<file path="config.mk">
export PLATFORM = sky130hd
export DESIGN_NAME = framebuffer_line_raster
export DESIGN_NICKNAME = d
export VERILOG_FILES = /design/src/rtl/flr_pkg.sv /design/src/rtl/flr_ram.sv /design/src/rtl/framebuffer_line_raster.sv
export SDC_FILE = /design/constraint.sdc
export NUM_CORES = 2
export LEC_CHECK = 0
export CAP_MARGIN = 25
export CORE_MARGIN = 4
export CORE_UTILIZATION = 45
export CTS_CLUSTER_DIAMETER = 30
export DETAILED_ROUTE_END_ITERATION = 10
export DONT_BUFFER_PORTS = 1
export PLACE_DENSITY = 0.68
export SYNTH_ARGS = -nofsm -noshare
export SYNTH_HDL_FRONTEND = slang
export SYNTH_SLANG_ARGS = --single-unit
export TNS_END_PERCENT = 30
</file>
<file path="constraint.sdc">
create_clock -name clk -period 29.1 [get_ports clk]
set_input_delay 5.82 -clock clk [delete_from_list [all_inputs] [get_ports clk]]
set_output_delay 5.82 -clock clk [all_outputs]
set_load 0.1 [all_outputs]
</file>
<file path="src/rtl/flr_pkg.sv">
// Shared constants and types for the framebuffer line rasterizer.
package flr_pkg;

  // Field widths fixed by the request and result formats
  localparam int COORD_W = 6;
  localparam int MODE_W  = 2;
  localparam int BANK_W  = 3;
  localparam int BYTE_W  = 8;
  localparam int ERR_W   = 10;

  // Pixel modes; the unused code behaves as clear
  localparam logic [MODE_W-1:0] MODE_SET    = 2'd0;
  localparam logic [MODE_W-1:0] MODE_CLEAR  = 2'd1;
  localparam logic [MODE_W-1:0] MODE_TOGGLE = 2'd2;

  // One finished pixel write waiting for delivery
  typedef struct packed {
    logic [COORD_W-1:0] column;
    logic [BANK_W-1:0]  bank;
    logic [BYTE_W-1:0]  byte_value;
  } result_t;

endpackage

</file>
<file path="src/rtl/flr_ram.sv">
// Generic single-write, single-read synchronous RAM with registered read data.
module flr_ram #(
  parameter int WIDTH = 8,
  parameter int DEPTH = 384
) (
  input  logic                     clk,
  input  logic                     we,
  input  logic [$clog2(DEPTH)-1:0] waddr,
  input  logic [WIDTH-1:0]         wdata,
  input  logic                     re,
  input  logic [$clog2(DEPTH)-1:0] raddr,
  output logic [WIDTH-1:0]         rdata
);

  logic [WIDTH-1:0] mem [DEPTH];

  // Read returns the contents before a write at the same edge
  always_ff @(posedge clk) begin
    if (we) begin
      mem[waddr] <= wdata;
    end
    if (re) begin
      rdata <= mem[raddr];
    end
  end

endmodule

</file>
<file path="src/rtl/framebuffer_line_raster.sv">
// Top level: Bresenham line walker with read-modify-write of a banked frame store.
//
//  channel | direction | handshake            | payload
//  --------+-----------+----------------------+-------------------------------------------
//  in      | request   | in_valid / in_stall  | x_start y_start x_end y_end pixel_mode
//  out     | result    | out_valid / out_stall| column bank byte_value last
//
// A line walks one pixel per cycle through the single frame store read port;
// a stalled output freezes the whole walk. The next request is taken only once
// the walk, the modify stage and the held-back result have drained. The last
// result is held back one pixel so its last flag is known. After reset a clearing
// pass writes BANKS*COLUMNS zero bytes, one per cycle, with in_stall high.
module framebuffer_line_raster #(
  parameter int COLUMNS = 64,
  parameter int BANKS   = 6
) (
  input  logic                         clk,
  input  logic                         rst,
  input  logic                         in_valid,
  output logic                         in_stall,
  input  logic [flr_pkg::COORD_W-1:0]  x_start,
  input  logic [flr_pkg::COORD_W-1:0]  y_start,
  input  logic [flr_pkg::COORD_W-1:0]  x_end,
  input  logic [flr_pkg::COORD_W-1:0]  y_end,
  input  logic [flr_pkg::MODE_W-1:0]   pixel_mode,
  output logic                         out_valid,
  input  logic                         out_stall,
  output logic [flr_pkg::COORD_W-1:0]  column,
  output logic [flr_pkg::BANK_W-1:0]   bank,
  output logic [flr_pkg::BYTE_W-1:0]   byte_value,
  output logic                         last
);

  import flr_pkg::*;

  localparam int ROWS   = BANKS * 8;
  localparam int DEPTH  = BANKS * COLUMNS;
  localparam int ADDR_W = $clog2(DEPTH);

  // Line registers
  logic                       busy;
  logic [COORD_W-1:0]         x, y, xe, ye;
  logic                       sx_neg, sy_neg, x_major;
  logic [COORD_W:0]           dx2, dy2;
  logic signed [ERR_W-1:0]    err;
  logic [MODE_W-1:0]          mode;

  // Clearing pass
  logic                       clr_busy;
  logic [ADDR_W-1:0]          clr_addr;

  // Modify stage and forwarding
  logic                       s2_valid;
  logic [ADDR_W-1:0]          s2_addr;
  logic [2:0]                 s2_bit;
  logic [COORD_W-1:0]         s2_col;
  logic [BANK_W-1:0]          s2_bank;
  logic                       fwd_valid;
  logic [ADDR_W-1:0]          fwd_addr;
  logic [BYTE_W-1:0]          fwd_data;

  // Held-back result and output register
  logic                       pend_valid;
  result_t                    pend;

  logic                       in_accept, adv, on_screen, at_end, rd_en, wr_en;
  logic [ADDR_W-1:0]          rd_addr, wr_addr;
  logic [BYTE_W-1:0]          rd_data, old_byte, new_byte, mask, wr_data;
  logic [COORD_W:0]           ddx, ddy;
  logic [COORD_W-1:0]         adx, ady;
  logic [COORD_W:0]           in_dx2, in_dy2;
  logic                       in_x_major;
  logic signed [ERR_W-1:0]    err_sub, err_next;
  logic                       minor_step;
  logic [COORD_W-1:0]         x_next, y_next;

  assign in_stall  = busy | s2_valid | pend_valid | clr_busy;
  assign in_accept = in_valid & ~in_stall;
  assign adv       = ~out_valid | ~out_stall;

  // Differences of a new request
  always_comb begin
    ddx        = {1'b0, x_end} - {1'b0, x_start};
    ddy        = {1'b0, y_end} - {1'b0, y_start};
    adx        = ddx[COORD_W] ? COORD_W'(-ddx) : ddx[COORD_W-1:0];
    ady        = ddy[COORD_W] ? COORD_W'(-ddy) : ddy[COORD_W-1:0];
    in_dx2     = {adx, 1'b0};
    in_dy2     = {ady, 1'b0};
    in_x_major = in_dx2 > in_dy2;
  end

  // One Bresenham step from the current point
  always_comb begin
    logic [COORD_W:0] maj2, min2;
    maj2       = x_major ? dx2 : dy2;
    min2       = x_major ? dy2 : dx2;
    minor_step = ~err[ERR_W-1];
    err_sub    = minor_step ? err - ERR_W'(maj2) : err;
    err_next   = err_sub + ERR_W'(min2);
    x_next     = x;
    y_next     = y;
    if (x_major || minor_step) begin
      x_next = sx_neg ? x - COORD_W'(1) : x + COORD_W'(1);
    end
    if (!x_major || minor_step) begin
      y_next = sy_neg ? y - COORD_W'(1) : y + COORD_W'(1);
    end
    at_end = x_major ? (x == xe) : (y == ye);
  end

  // Current point visibility and frame address
  always_comb begin
    on_screen = (int'(x) < COLUMNS) && (int'(y) < ROWS);
    rd_addr   = ADDR_W'(int'(y[COORD_W-1:3]) * COLUMNS + int'(x));
    rd_en     = adv & busy & on_screen;
  end

  // Walker
  always_ff @(posedge clk) begin
    if (rst) begin
      busy <= 1'b0;
    end else if (in_accept) begin
      busy <= 1'b1;
    end else if (busy && adv && at_end) begin
      busy <= 1'b0;
    end
  end

  always_ff @(posedge clk) begin
    if (in_accept) begin
      x       <= x_start;
      y       <= y_start;
      xe      <= x_end;
      ye      <= y_end;
      sx_neg  <= ddx[COORD_W];
      sy_neg  <= ddy[COORD_W];
      dx2     <= in_dx2;
      dy2     <= in_dy2;
      x_major <= in_x_major;
      mode    <= pixel_mode;
      err     <= in_x_major ? ERR_W'(in_dy2) - ERR_W'(adx) : ERR_W'(in_dx2) - ERR_W'(ady);
    end else if (busy && adv && !at_end) begin
      x   <= x_next;
      y   <= y_next;
      err <= err_next;
    end
  end

  // Clearing pass after reset
  always_ff @(posedge clk) begin
    if (rst) begin
      clr_busy <= 1'b1;
      clr_addr <= '0;
    end else if (clr_busy) begin
      clr_addr <= clr_addr + ADDR_W'(1);
      if (clr_addr == ADDR_W'(DEPTH - 1)) begin
        clr_busy <= 1'b0;
      end
    end
  end

  // Modify stage: take the byte, forwarding the write of the previous step
  always_ff @(posedge clk) begin
    if (rst) begin
      s2_valid <= 1'b0;
    end else if (adv) begin
      s2_valid <= busy & on_screen;
    end
  end

  always_ff @(posedge clk) begin
    if (rd_en) begin
      s2_addr <= rd_addr;
      s2_bit  <= y[2:0];
      s2_col  <= x;
      s2_bank <= y[COORD_W-1:3];
    end
  end

  always_comb begin
    old_byte = (fwd_valid && fwd_addr == s2_addr) ? fwd_data : rd_data;
    mask     = BYTE_W'(1) << s2_bit;
    case (mode)
      MODE_SET:    new_byte = old_byte | mask;
      MODE_TOGGLE: new_byte = old_byte ^ mask;
      default:     new_byte = old_byte & ~mask;
    endcase
  end

  always_ff @(posedge clk) begin
    if (rst) begin
      fwd_valid <= 1'b0;
    end else if (adv) begin
      fwd_valid <= s2_valid;
    end
  end

  always_ff @(posedge clk) begin
    if (adv && s2_valid) begin
      fwd_addr <= s2_addr;
      fwd_data <= new_byte;
    end
  end

  // Store write port: clearing pass or pixel write-back
  always_comb begin
    wr_en   = clr_busy | (adv & s2_valid);
    wr_addr = clr_busy ? clr_addr : s2_addr;
    wr_data = clr_busy ? '0 : new_byte;
  end

  flr_ram #(
    .WIDTH (BYTE_W),
    .DEPTH (DEPTH)
  ) u_store (
    .clk   (clk),
    .we    (wr_en),
    .waddr (wr_addr),
    .wdata (wr_data),
    .re    (rd_en),
    .raddr (rd_addr),
    .rdata (rd_data)
  );

  // Hold one result back; release it when the next arrives or the line ends
  always_ff @(posedge clk) begin
    if (rst) begin
      pend_valid <= 1'b0;
      out_valid  <= 1'b0;
    end else if (adv) begin
      if (s2_valid) begin
        pend_valid <= 1'b1;
        out_valid  <= pend_valid;
      end else if (pend_valid && !busy) begin
        pend_valid <= 1'b0;
        out_valid  <= 1'b1;
      end else begin
        out_valid  <= 1'b0;
      end
    end
  end

  always_ff @(posedge clk) begin
    if (adv && s2_valid) begin
      pend.column     <= s2_col;
      pend.bank       <= s2_bank;
      pend.byte_value <= new_byte;
      if (pend_valid) begin
        column     <= pend.column;
        bank       <= pend.bank;
        byte_value <= pend.byte_value;
        last       <= 1'b0;
      end
    end else if (adv && pend_valid && !busy) begin
      column     <= pend.column;
      bank       <= pend.bank;
      byte_value <= pend.byte_value;
      last       <= 1'b1;
    end
  end

`ifndef SYNTHESIS
  // No pixel work while the store is being cleared
  a_no_pixel_during_clear: assert property (@(posedge clk) disable iff (rst)
    clr_busy |-> !s2_valid && !busy)
    else $error("pixel access during clearing pass");

  // A new line starts only with the previous one fully drained
  a_accept_drained: assert property (@(posedge clk) disable iff (rst)
    in_accept |-> !pend_valid && !s2_valid && !busy)
    else $error("request accepted while a line is still in flight");

  // End of walk releases the held result marked last
  a_last_release: assert property (@(posedge clk) disable iff (rst)
    (adv && pend_valid && !s2_valid && !busy) |=> (out_valid && last))
    else $error("final result not flagged last");

  // Forwarded byte always comes from the write of the step just before
  a_fwd_follows_write: assert property (@(posedge clk) disable iff (rst)
    (adv && s2_valid) |=> fwd_valid)
    else $error("forwarding register not loaded after write-back");
`endif

endmodule
</file>
Word-level counts from Yosys, hierarchy flattened:

Memory sizes are Yosys's and may differ from the RTL's. A register that Yosys moved wholly into a read port is not among the register bits.
Cells that the tools add are included.

* bits in registers: 131
* RAM bits: 3072
* input port bits: 30
* output and inout port bits: 20
* memories kept: 1

* add/subtract/negate cells: 14
* $lt $le $gt $ge: 2
* eq/ne operators: 6
* shifts and indexed selects: 1
* multiplexer cells: 43
* bitwise gates (word level): 18
* reduce and logical (&&, ||, !) cells: 24

Memory list
* u_store.mem: depth 384, width 8, read ports 1, clocked after Yosys merged registers in 1, wr ports 1, RTL line flr_ram.sv:15 `logic [WIDTH-1:0] mem [DEPTH];`

Operator list (count)
* $mux 6: 13
* $mux 10: 4
* $mux 8: 5
* $pmux 8 s2: 1
* $sub 7x6->8: 2
* $mux 1: 14
* $mux 7: 2
* $sub 6x6->7: 2
* $add 6x1->6 const B: 2
* $eq 6x6->1: 2
* $neg 6->6: 2
* $reduce_bool 2->1: 6
* $sub 6x1->6 const B: 2
* $add 10x7->10: 1
* $sub 10x7->10: 1
* $add 9x1->9 const B: 1
* $add 9x6->9: 1
* $eq 9x9->1: 1
* $eq 9x9->1 const B: 1
* $mux 3: 3
* $mux 9: 1
* $and 8x8->8: 1
* $logic_and 1x1->1: 8
* $not 8->8: 1
* 14 further kinds: 31

Logic depth before layout (Yosys ltp):

* depth in word-level cells: 7
* mapped depth: 19
* mapped depth without buffers: 19

By module:

Synthesis repeated with hierarchy kept, for this count alone.

* cells, all modules: 6080
* area, all modules: 126740.3 sq um

By module, submodules not included
* flr_ram: times used 1, cells each 5415, area each 119504.6 sq um, seq. area each 92488.7 sq um
* framebuffer_line_raster: times used 1, cells each 665, area each 7235.7 sq um, seq. area each 3213.1 sq um

Worst setup path after synthesis:

No wires, ideal clock.

* path kind: register to register
* start point: register s2_addr[8]
* end point: memory u_store.mem[0][5] (data pin)
* data arrival time: 11.775 ns
* path slack: 15.253 ns
* cell stages (with the launch flop): 9
* period minus slack after synthesis: 13.847 ns
* cell sequence: edfxtp_1 > xnor2_1 > nand4_1 > nor3_1 > mux2_2 > ha_1 > mux2_2 > o21ai_0 > nor2b_1

* longest elaborated chain between the ends: 6
* elaborated cells between the ends (all ways): 8
* classes of those cells: eq/ne (1); mux (3); bitwise (3); reduce/logical (1)

Ends and longest elaborated chain
* start, declared: RTL line framebuffer_line_raster.sv:54 `logic [ADDR_W-1:0] s2_addr;`
* start signal, assigned: RTL line framebuffer_line_raster.sv:173 `s2_addr <= rd_addr;`
* $eq 9x9->1 *: RTL line framebuffer_line_raster.sv:181 `old_byte = (fwd_valid && fwd_addr == s2_addr) ? fwd_data : rd_data;`
* $logic_and 1x1->1 *: RTL line framebuffer_line_raster.sv:181
* $mux 8 *: RTL line framebuffer_line_raster.sv:181
* $and 8x8->8, or another cell as far along: RTL line framebuffer_line_raster.sv:186 `default: new_byte = old_byte & ~mask;`
* $pmux 8 s2 *: RTL line framebuffer_line_raster.sv:183 `case (mode)`
* via new_byte[5]: RTL line framebuffer_line_raster.sv:68 `logic [BYTE_W-1:0] rd_data, old_byte, new_byte, mask, wr_data;`
* $mux 8 *: RTL line framebuffer_line_raster.sv:209 `wr_data = clr_busy ? '0 : new_byte;`
* via u_store.wdata[5]: RTL line flr_ram.sv:9 `input logic [WIDTH-1:0] wdata,`
* end, declared: RTL line flr_ram.sv:15

Mark *: on every way through the listed nets, which the timed path passes. The rest lies on a longest branch.

Worst setup path in the final report:

* start point: input x_end[0] (netlist bit)
* end point: register err[2] (data pin)

* elaborated cells between the ends (all ways): 8
* classes of those cells: add/sub (4); order compare (1); mux (3)

RTL lines
* start, declared: RTL line framebuffer_line_raster.sv:23 `input logic [flr_pkg::COORD_W-1:0] x_end,`
* $sub 6x6->7: RTL line framebuffer_line_raster.sv:83 `ddx = {1'b0, x_end} - {1'b0, x_start};`
* via ddx[6]: RTL line framebuffer_line_raster.sv:69 `logic [COORD_W:0] ddx, ddy;`
* $mux 6: RTL line framebuffer_line_raster.sv:85 `adx = ddx[COORD_W] ? COORD_W'(-ddx) : ddx[COORD_W-1:0];`
* via adx[4]: RTL line framebuffer_line_raster.sv:70 `logic [COORD_W-1:0] adx, ady;`
* $gt 7x7->1: RTL line framebuffer_line_raster.sv:89 `in_x_major = in_dx2 > in_dy2;`
* via in_x_major: RTL line framebuffer_line_raster.sv:72 `logic in_x_major;`
* $mux 10: RTL line framebuffer_line_raster.sv:141 `err <= in_x_major ? ERR_W'(in_dy2) - ERR_W'(adx) : ERR_W'(in_dx2) - ERR_W'(ady);`
* $mux 10: RTL line framebuffer_line_raster.sv:130 `if (in_accept) begin`
* end signal, assigned: RTL line framebuffer_line_raster.sv:141
* end signal, assigned: RTL line framebuffer_line_raster.sv:145 `err <= err_next;`
* end, declared: RTL line framebuffer_line_raster.sv:45 `logic signed [ERR_W-1:0] err;`

The timed path passes the listed nets, and every way through them passes these cells.
A chain may end at the register's enable or synchronous reset.

==> flow_metrics.tcl <==
set metrics [dict create \
    fillers 20661 \
    peakVddDrop_v 0.0000537 \
    clock_latency_ns 0.90 \
    viasPerCell 5.97 \
    relSlewSlack_pct 16.8 \
    power.leakage_nw 55.1 \
    maxCapViolations 0 \
    synth_top_cells_by_area "edfxtp_1, mux4_2, nor2_1" \
    gp_congestion 0.855 \
    cts.sinks 3192 \
    holdBufCountCts 0 \
    grt_pass1_wl_um 435000 \
    hold_start "pend[3]" \
    grt_usage_pct 20.3 \
    multi_input_comb_area_um2 28800 \
    place_area_um2 130000 \
    antenna_found_initial 10 \
    dieArea_um2 289000 \
    antenna_left 0 \
    yosys_warnings 0 \
    max_stage_delay_ns 0.51 \
    tritoncts "built" \
    crit_path_end_kind "register" \
    synth_area_leader_cell "edfxtp_1" \
    critPathMaxFanout 8 \
    dp.cells 9214 \
    post_cts_resized 0 \
    async_reset_ff_share_pct 0 \
    io_pins 50 \
    finalHoldViolCount 0 \
    start_util_pct 45.1 \
    fin_crit_sh_pct 31.9 \
    setup_violations 0 \
    vias 60805 \
    ys_types 61 \
    wl_um 295000 \
    seq_area_frac_synth_pct 75.9 \
    rows 194 \
    coreArea_um2 279000 \
    cts.htree.levels 6 \
    rsz0062_at_grt "no" \
    crit_type "primary input to register" \
    critPathSlowestCell "o31ai_2" \
    synth_area_um2 126000 \
    cts.clk_slew.worst_paths_ns 0.04 \
    worst-path-buf-inv 4 \
    dp.final_hpwl_um 164000 \
    ys_ff_latch 3192 \
    post_cts.repair.setup_buffers 0 \
    min_to "byte_value[3]" \
    seq_area_um2 95700 \
    fin_area_um2 149000 \
    portBuffers 0 \
    fin_nets 6136 \
    tightestPinTransition_ns 1.25 \
    syn_avg_cell_area_um2 22.1 \
    r2r_cells 11 \
    status "finished clean" \
    routedWlPerCell_um 29.0 \
    floorplan.die.height_um 537 \
    r2r-start "x[0]" \
    hp-class "register to register" \
    firstDrtPassIters 6 \
    worstPathRequired_ns 29.69 \
    drc 0 \
    r2r_slack_ns 22.08 \
    die_w_um 537 \
    grt_overflow_total 0 \
    synthFlopType "edfxtp_1" \
    cts_made_buffers 534 \
    synthesis.nets 5801 \
    power_mw 11.4 \
    worstReg2RegEnd "u_store.rdata[3]" \
    grt_max_degree 209 \
    fin_crit_ns 9.28 \
    fmax_mhz 108 \
    fin_cells 10181 \
    arrival_ns 9.87 \
    synthCells 5698 \
    crit_family "compound AO/OA/AOI/OAI gates" \
    synth_top_area_share_pct 75.7 \
    syn_to_final_growth_pct 17.9 \
    cpMostUsedCell "inv_1" \
    power.density_nw_per_um2 76.4 \
    start_kind "primary input" \
    first_global_vias 62091 \
    crit_chain "inv_1 -> ha_1 -> inv_1 -> fa_1 -> nand3_1 -> nand2_1 -> a31oi_1 -> o21ai_0 -> xnor2_1 -> inv_1 -> ha_1 -> mux2i_1 -> a21oi_1 -> inv_1 -> o31ai_2 -> and2_1 -> o311ai_1" \
    drive_above_1_share_pct 31.7 \
    setup_tns_ns 0 \
    clock-root-buffer "clkbuf_16" \
    clock_path_buffers 4 \
    finalClockSkew_ns 0.0390 \
    drt_iter0_drc 7725 \
    slew_violations 0 \
    synth_edf_count 3177 \
    hold_depth 0 \
]
[cell usage in the layout (no fill, tap or decap), types with 19 or more instances in the layout]
cell,Yosys,layout
a211oi_1,22,21
a21oi_1,61,61
a22o_1,25,25
buf_12,0,19
buf_4,11,92
bufinv_16,0,55
clkbuf_1,183,26
clkbuf_16,0,545
clkinv_1,0,46
clkinv_2,0,77
clkinv_4,0,51
clkinv_8,0,21
clkinvlp_4,0,55
edfxtp_1,3177,3177
ha_1,65,65
inv_1,73,72
inv_6,0,61
mux2_2,49,49
mux2i_1,41,41
mux4_2,960,960
nand2_1,120,104
nor2_1,444,444
o21ai_0,57,57
xnor2_1,42,42
xor2_1,21,21
[flip-flops by register name, summed over array words and instances (netlist names), 2 cells and up]
signal	cells
err	9
mode	2
s2_addr	9
fwd_addr	9
ye	6
byte_value	8
y	6
s2_bit	3
dy2	6
bank	3
clr_addr	9
xe	6
u_store.mem	3072
pend	8
u_store.rdata	8
dx2	6
column	6
x	6
[layer usage]
layer | vias to the layer above | wire (µm) | GRT usage, %
met2 | 3227 | 143000 | 31.6
li1 | 24750 | - | -
met5 | - | 13 | 0
met3 | 506 | 27100 | 4.23
met1 | 32320 | 117000 | 28.9
met4 | 2 | 9090 | 6.75
[kinds of logic after synthesis]
group,synth area share [%]
fa+ha+maj,0.772
buf+inv,1.34
compound gates,1.38
xor+xnor,0.491
flops,75.9
mux,17.9
simple gates,2.16
[how the worst max path moves through the flow]
stage                     startpoint           endpoint  slack, ns  cells after the start
after floorplan           s2_addr[8]  u_store.mem[0][5]      15.25                      8
after global routing        x_end[0]             err[2]      19.52                     17
after detailed placement    x_end[0]             err[4]      19.13                     17
after CTS                   x_end[0]             err[2]      20.00                     17
final                       x_end[0]             err[2]      19.82                     17
after global placement      x_end[0]             err[2]      19.19                     17
[per-stage QoR]
step,util (%),hold WS (ns),setup slack [ns]
2_1_floorplan,-,0.420,15.25
3_3_place_gp,46.7,0.436,19.19
5_1_grt,53.2,0.465,19.52
3_5_place_dp,46.7,0.435,19.13
4_1_cts,53.2,0.446,20.00
6_report,53.2,0.436,19.82
[area by class of cell]
class / count / share of cell area, %
inverters: 73 / 0.184
multi-input cells: 2114 / 19.3
flip-flops and latches: 3192 / 64.4
well taps: 3724 / 3.14
clock inverters: 387 / 2.85
clock buffers: 572 / 9.25
diodes: 1 / 0.00168
repair buffers: 118 / 0.827
[cells in the mapped netlist, types with 12 or more instances]
cell type,instances
a211oi_1,22
a21o_1,17
a21oi_1,61
a22o_1,25
buf_1,40
buf_2,73
buf_6,12
clkbuf_1,183
dfxtp_1,15
edfxtp_1,3177
ha_1,65
inv_1,73
mux2_2,49
mux2i_1,41
mux4_2,960
nand2_1,120
nand3_1,12
nor2_1,444
nor2b_1,24
o211ai_1,15
o21ai_0,57
xnor2_1,42
xor2_1,21
[report_power, final]
group | internal, mW | total (mW) | switching, mW
Clock | 3.97 | 6.22 | 2.25
Combinational | 0.0522 | 0.144 | 0.0917
Sequential | 4.99 | 4.99 | 0.00154
Note: power is estimated with default switching activity, not from simulation.
